$ cat src/hw/rtl/camera_view_basis_macros.svh
// Assertion macros for the camera view basis block.
// Included by the top level; needs no other file.
`ifndef CAMERA_VIEW_BASIS_MACROS_SVH
`define CAMERA_VIEW_BASIS_MACROS_SVH

// same-cycle implication
`define CVB_ASSERT_NOW(label, clk, rst, ante, cons, msg) \
   label: assert property (@(posedge clk) disable iff (rst) (ante) |-> (cons)) \
      else $error(msg);

// next-cycle implication
`define CVB_ASSERT_NEXT(label, clk, rst, ante, cons, msg) \
   label: assert property (@(posedge clk) disable iff (rst) (ante) |=> (cons)) \
      else $error(msg);

`endif

$ cat src/hw/rtl/cvb_pkg.sv
// Shared types and constants for the camera view basis block.
// No dependencies.
`default_nettype none

package cvb_pkg;
   localparam int IN_WIDTH      = 24;
   localparam int OUT_FRAC_BITS = 14;
   localparam int OUT_WIDTH     = OUT_FRAC_BITS + 2;
   localparam int SQ_W          = 2 * IN_WIDTH;
   localparam int ROOT_W        = 64;
   localparam int ROOT_BITS     = ROOT_W / 2;
   localparam int MAG_W         = ROOT_BITS;
   localparam int QUO_BITS      = OUT_FRAC_BITS + 1;
   localparam int DIV_W         = MAG_W + OUT_FRAC_BITS + 1;
   localparam int NORM_LAT      = 5 + ROOT_BITS + 1 + QUO_BITS + 1;
   localparam int CROSS_LAT     = 3;
   localparam int PIPE_LAT      = NORM_LAT + 2 * CROSS_LAT;

   typedef logic signed [IN_WIDTH-1:0]  in_comp_type;
   typedef logic signed [OUT_WIDTH-1:0] unit_type;

   localparam unit_type UNIT_ONE = unit_type'(2 ** OUT_FRAC_BITS);

   typedef struct packed {
      in_comp_type x;
      in_comp_type y;
      in_comp_type z;
   } ivec_type;

   typedef struct packed {
      unit_type x;
      unit_type y;
      unit_type z;
   } uvec_type;

   typedef struct packed {
      in_comp_type target_x;
      in_comp_type target_y;
      in_comp_type target_z;
      in_comp_type up_x;
      in_comp_type up_y;
      in_comp_type up_z;
   } req_type;

   typedef struct packed {
      unit_type right_x;
      unit_type right_y;
      unit_type right_z;
      unit_type upward_x;
      unit_type upward_y;
      unit_type upward_z;
      unit_type forward_x;
      unit_type forward_y;
      unit_type forward_z;
      logic     degenerate;
   } rsp_type;
endpackage

`default_nettype wire

$ cat src/hw/rtl/cvb_cross.sv
// Three-stage cross product of two Q1.14 vectors with rounding and clamp.
// Depends on cvb_pkg.
`default_nettype none

module cvb_cross import cvb_pkg::*; (
   input  wire logic     clock,
   input  wire logic     advance,
   input  wire uvec_type a_in,
   input  wire uvec_type b_in,
   output uvec_type      c_out
);
   localparam int PW = 2 * OUT_WIDTH;
   localparam int DW = PW + 1;
   localparam int RW = DW - OUT_FRAC_BITS;
   localparam logic [RW-1:0] R_ONE  = RW'(2 ** OUT_FRAC_BITS);
   localparam logic [DW-1:0] R_HALF = DW'(2 ** (OUT_FRAC_BITS - 1));

   logic signed [PW-1:0] p_ff [6], p_in [6];
   logic signed [DW-1:0] d_ff [3], d_in [3];
   unit_type             r_ff [3], r_in [3];

   always_comb begin
      logic [DW-1:0] mag;
      logic [RW-1:0] rnd;
      p_in[0] = a_in.y * b_in.z;
      p_in[1] = a_in.z * b_in.y;
      p_in[2] = a_in.z * b_in.x;
      p_in[3] = a_in.x * b_in.z;
      p_in[4] = a_in.x * b_in.y;
      p_in[5] = a_in.y * b_in.x;
      for (int c = 0; c < 3; c++) begin
         d_in[c] = DW'(p_ff[2*c]) - DW'(p_ff[2*c+1]);
         mag = d_ff[c][DW-1] ? DW'(-d_ff[c]) : DW'(d_ff[c]);
         rnd = RW'((mag + R_HALF) >> OUT_FRAC_BITS);
         if (rnd > R_ONE) rnd = R_ONE;
         r_in[c] = d_ff[c][DW-1] ? -OUT_WIDTH'(rnd) : OUT_WIDTH'(rnd);
      end
   end

   always_ff @(posedge clock) begin
      if (advance) begin
         p_ff <= p_in;
         d_ff <= d_in;
         r_ff <= r_in;
      end
   end

   assign c_out.x = r_ff[0];
   assign c_out.y = r_ff[1];
   assign c_out.z = r_ff[2];
endmodule

`default_nettype wire

$ cat config.mk
export PLATFORM = sky130hd
export DESIGN_NAME = cvb_cross
export DESIGN_NICKNAME = d
export VERILOG_FILES = /design/src/hw/rtl/camera_view_basis_macros.svh /design/src/hw/rtl/cvb_pkg.sv /design/src/hw/rtl/cvb_cross.sv
export SDC_FILE = /design/constraint.sdc
export NUM_CORES = 2
export LEC_CHECK = 0
export BUFFER_PORTS_ARGS = -buffer_cell sky130_fd_sc_hd__buf_2
export CAP_MARGIN = 20
export CORE_MARGIN = 10
export CORE_UTILIZATION = 50
export CTS_CLUSTER_DIAMETER = 100
export DETAILED_ROUTE_END_ITERATION = 16
export GPL_TIMING_DRIVEN = 1
export PLACE_DENSITY_LB_ADDON = 0.3
export SETUP_SLACK_MARGIN = 0.5
export SYNTH_ARGS = -nofsm -noshare
export SYNTH_HDL_FRONTEND = slang
export SYNTH_SLANG_ARGS = --single-unit
$ cat constraint.sdc
create_clock -name clock -period 15.9 [get_ports clock]
set_input_delay 2.385 -clock clock [delete_from_list [all_inputs] [get_ports clock]]
set_output_delay 2.385 -clock clock [all_outputs]
set_load 0.02 [all_outputs]
# ---- Word level (Yosys, flattened, before mapping)
# Index checks and enable logic that the tools add are counted.
dict set report classes {
  addsub 12
  multipliers 6
  n_div 0
  order_cmp 3
  eq_ne 0
  shifts 0
  n_mux 9
  bitwise_logic 0
  n_reduce_logical 0
}
# op n
set ops {}
lappend ops {{$mul 16x16->32} 6}
lappend ops {{$add 33x14->33 const B} 3}
lappend ops {{$mux 33} 3}
lappend ops {{$neg 33->33} 3}
lappend ops {{$sub 32x32->33} 3}
lappend ops {{$mux 16} 6}
lappend ops {{$gt 19x15->1 const B} 3}
lappend ops {{$neg 16->16} 3}
dict set report word_totals {
  reg_bits 339
  latch_bits 0
  ramBits 0
  rom_bits 0
  in_bits 98
  out_inout_bits 48
  elab_cells 42
  mem_count 0
}

# ---- Longest topological paths before layout
dict set report depth {
  depth_word 7
  mapped_depth 26
  mapped_depth_nobuf 25
}

# ---- Least setup slack after synthesis
# No wires, ideal clock.
dict set report synth_path {
  path_type {in2reg}
  from {input port a_in[47] (netlist bit)}
  to {register p_ff[63] (netlist bit), data pin}
  setup_ns 0.259
  t_arrival_ns 8.381
  required_ns 15.641
  setup_slack_ns 7.260
  cell_stages 25
  n_path_buf 1
  path_cell_list {clkbuf_1 -> nand2_1 -> inv_1 -> fa_1 -> inv_1 -> fa_1 -> fa_1 -> inv_1 -> fa_1 -> fa_1 -> inv_1 -> fa_1 -> inv_1 -> ha_1 -> a21o_1 -> a21o_1 -> a21o_1 -> a21o_1 -> a21oi_1 -> o21ai_0 -> a211oi_1 -> nor3_1 -> a2111oi_0 -> a21oi_1 -> xnor2_1}
}
# item line
set synth_rtl {}
lappend synth_rtl {{from (decl)} cvb_cross.sv:8} ;# input wire uvec_type a_in,
lappend synth_rtl {{to (signal assigned)} cvb_cross.sv:42} ;# p_ff <= p_in;
lappend synth_rtl {{to (decl)} cvb_cross.sv:18} ;# logic signed [PW-1:0] p_ff [6], p_in [6];

==> flow_summary_export.csv <==
group,metric,value,unit
timing,final.period_utilization,57.6,%
synth,synth_area,79100,um2
clock_network,cts.path.max_buffers,3,
clock_network,numCtsBuffers,43,
floorplanning,rows,145,
clock_network,postCtsResizedCells,0,
floorplanning,core,157000,um2
drt,dr.pass1.iters,6,
placement,place_hpwl,154000,um
synth,ys_seq_area_share,12.9,%
worst_setup_path,reg2reg_depth,19,
floorplanning,die_h,418,um
timing,tightest_slew,1.07,ns
worst_setup_path,path_class,"in -> reg",
synth,synth-edff-count,339,
timing,drv_slew,0,
global_routing,grt.overflow.total,0,
worst_setup_path,r2r_start,"d_ff[71]",
run,drv_cap,0,
clock_network,htreeDepth,2,
placement,placed_cells,10300,
clock_network,cts_root_buf,"clkbuf_16",
drt,vias_per_cell,5.44,
global_routing,grt_use_total,23.1,%
synth,syn_inst,8399,
timing,finalHoldViolCount,0,
synth,synth_warnings,0,
timing,worst_slack,6.75,ns
clock_network,post_cts_buffers,0,
worst_hold_path,min_path_cells,2,
timing,setup-tns-final,0,ns
synth,syn_area_per_cell,9.41,um2
synth,ys_types,100,
worst_hold_path,hold_path.class,"reg -> reg",
clock_network,numClockSinks,339,
global_routing,grt_pass1_wl,324000,um
finish,area_growth_syn_to_layout,4.76,%
timing,fmax,109,MHz
synth,synth_nets,10700,
timing,period_needed,9.15,ns
finish,nets,10500,
worst_setup_path,endpoint_kind,"flip-flop",
clock_network,clk_pin_slew,0.06,ns
clock_network,cts_tree,"done",
run_status,status,"finished, final reports clean",
floorplanning,start_util,50.4,%
timing,finalClockSkew,0.0444,ns
global_routing,antenna_found_initial,29,
drt,drtAntennaViolNets,0,
global_routing,first_global_vias,60900,
placement,place.gp.congestion,0.889,
floorplanning,die_width,418,um
global_routing,grt_max_degree,128,
drt,drtIter0Drc,3747,
finish,final_area,82800,um2
placement,placed_area,81400,um2
drt,drc,0,
synth,synth_common_cells,"inv_1, fa_1, nand2_1",
worst_setup_path,worstPathMaxFanout,32,
synth,yosys.area.top_type,"fa_1",
finish,finalNonFillerCells,10400,
worst_setup_path,worstPathRequired,16.27,ns
worst_hold_path,min-delay-start,"p_ff[128]",
drt,finalWirelength,198000,um
worst_setup_path,critPathLaunchType,"input pin",
synth,synth_seq_cells,339,
timing,relSlewSlack,29.0,%
placement,numPortBuffers,145,
clock_network,hold_buffers,0,
placement,dp_slack,6.16,ns
timing,rsz0062_at_grt,"no",
drt,vias,56500,
floorplanning,pin_count,146,
worst_setup_path,critPathLaunch,"b_in[23]",
synth,synth.area.top_cells,"fa_1, edfxtp_1, ha_1, inv_1, and2_1",
synth,ys.flop_type,"edfxtp_1",
synth,synth.most_common_cell,"inv_1",
worst_setup_path,arrival,9.53,ns
synth,synth_top_area_share,39.9,%
timing,setup_viol,0,
finish,drive_gt1_share,3.89,%
synth,async_reset_ff_share,0,%
drt,wire_per_inst,19.0,um
clock_network,worstSkewPairLatency,0.64,ns
floorplanning,die_area,174000,um2
## stage by stage
stage / utilization, % / hold slack (ns)
3_3_place_gp: 51.9 / 0.636
3_5_place_dp: 51.9 / 0.637
5_1_grt: 52.8 / 0.679
4_1_cts: 52.8 / 0.664
6_report: 52.8 / 0.664
2_1_floorplan: - / 0.620
## worst max-delay path: stages
cell	delay, ns
buf_2	0.68
nand2_1	0.18
fa_1	0.57
inv_1	0.05
fa_1	0.48
fa_1	0.58
fa_1	0.44
fa_1	0.50
inv_1	0.05
fa_1	0.48
inv_1	0.04
ha_1	0.34
a21o_1	0.20
a21o_1	0.17
a21o_1	0.18
a21o_1	0.17
a21oi_1	0.27
o21ai_0	0.14
a211oi_1	0.45
nor3_1	0.12
a2111oi_0	0.68
a21oi_1	0.17
xnor2_1	0.17
## layer usage
metal / global-route usage [%] / wire length (um)
met1: 29.5 / 79500
met2: 40.9 / 99800
met3: 2.87 / 11500
met5: 0 / 58
met4: 7.43 / 6810
## cell usage in the layout, fill, tap and decap left out, types with 10 or more instances in the layout
| cell type | instances |
|---|---|
| fa_1 | 1575 |
| nand4_1 | 30 |
| nand2b_1 | 71 |
| o21ai_0 | 156 |
| diode_2 | 12 |
| edfxtp_1 | 339 |
| o21ai_1 | 10 |
| nor2b_1 | 50 |
| inv_1 | 1874 |
| a21oi_1 | 220 |
| and2_1 | 755 |
| o22ai_1 | 12 |
| or4_1 | 13 |
| xor2_1 | 92 |
| mux2i_1 | 10 |
| nor2_1 | 292 |
| o211ai_1 | 23 |
| o21bai_1 | 33 |
| or3_1 | 30 |
| o31ai_1 | 28 |
| o41ai_1 | 10 |
| buf_4 | 40 |
| o21a_1 | 53 |
| nor4_1 | 15 |
| clkbuf_16 | 43 |
| a21o_1 | 104 |
| a211oi_1 | 26 |
| ha_1 | 594 |
| and4_1 | 10 |
| nand3_1 | 86 |
| nor3b_1 | 12 |
| and3_1 | 37 |
| nor3_1 | 93 |
| a31oi_1 | 41 |
| xnor2_1 | 291 |
| a211o_1 | 10 |
| nand2_1 | 848 |
| buf_2 | 144 |
| or2_2 | 18 |
## final timing paths
kind | to | slack, ns
setup / recovery | p_ff[63] | 6.75
hold / removal | d_ff[66] | 0.66
setup reg to reg | c_out[42] | 9.90
hold reg to reg | d_ff[66] | 0.66
## flip-flops by register name, indices dropped and copies added, names as in the netlist
signal	cells
p_ff	192
d_ff	99
c_out	48
## area by class of cell
type / count / area [um2]
tap: 2058 / 2570
inverter: 1877 / 7050
sequential: 339 / 10200
multi-input combinational: 5833 / 60500
clock buffer: 50 / 1100
antenna: 12 / 30.0
timing repair buffer: 186 / 1060
fill: 14200 / 73900
clock inverter: 29 / 334
## cell families after synthesis
| kind of cell | synth area share [%] |
|---|---|
| muxes | 0.312 |
| buffers and inverters | 10.6 |
| DFF | 12.9 |
| AOI/OAI and AO/OA | 7.19 |
| adders and majority gates | 49.3 |
| xor gates and xnor gates | 4.26 |
| and+or+nand+nor | 15.5 |
Power is not shown: default switching activity piles up to over one toggle a cycle in this logic, so the estimate is an artifact.
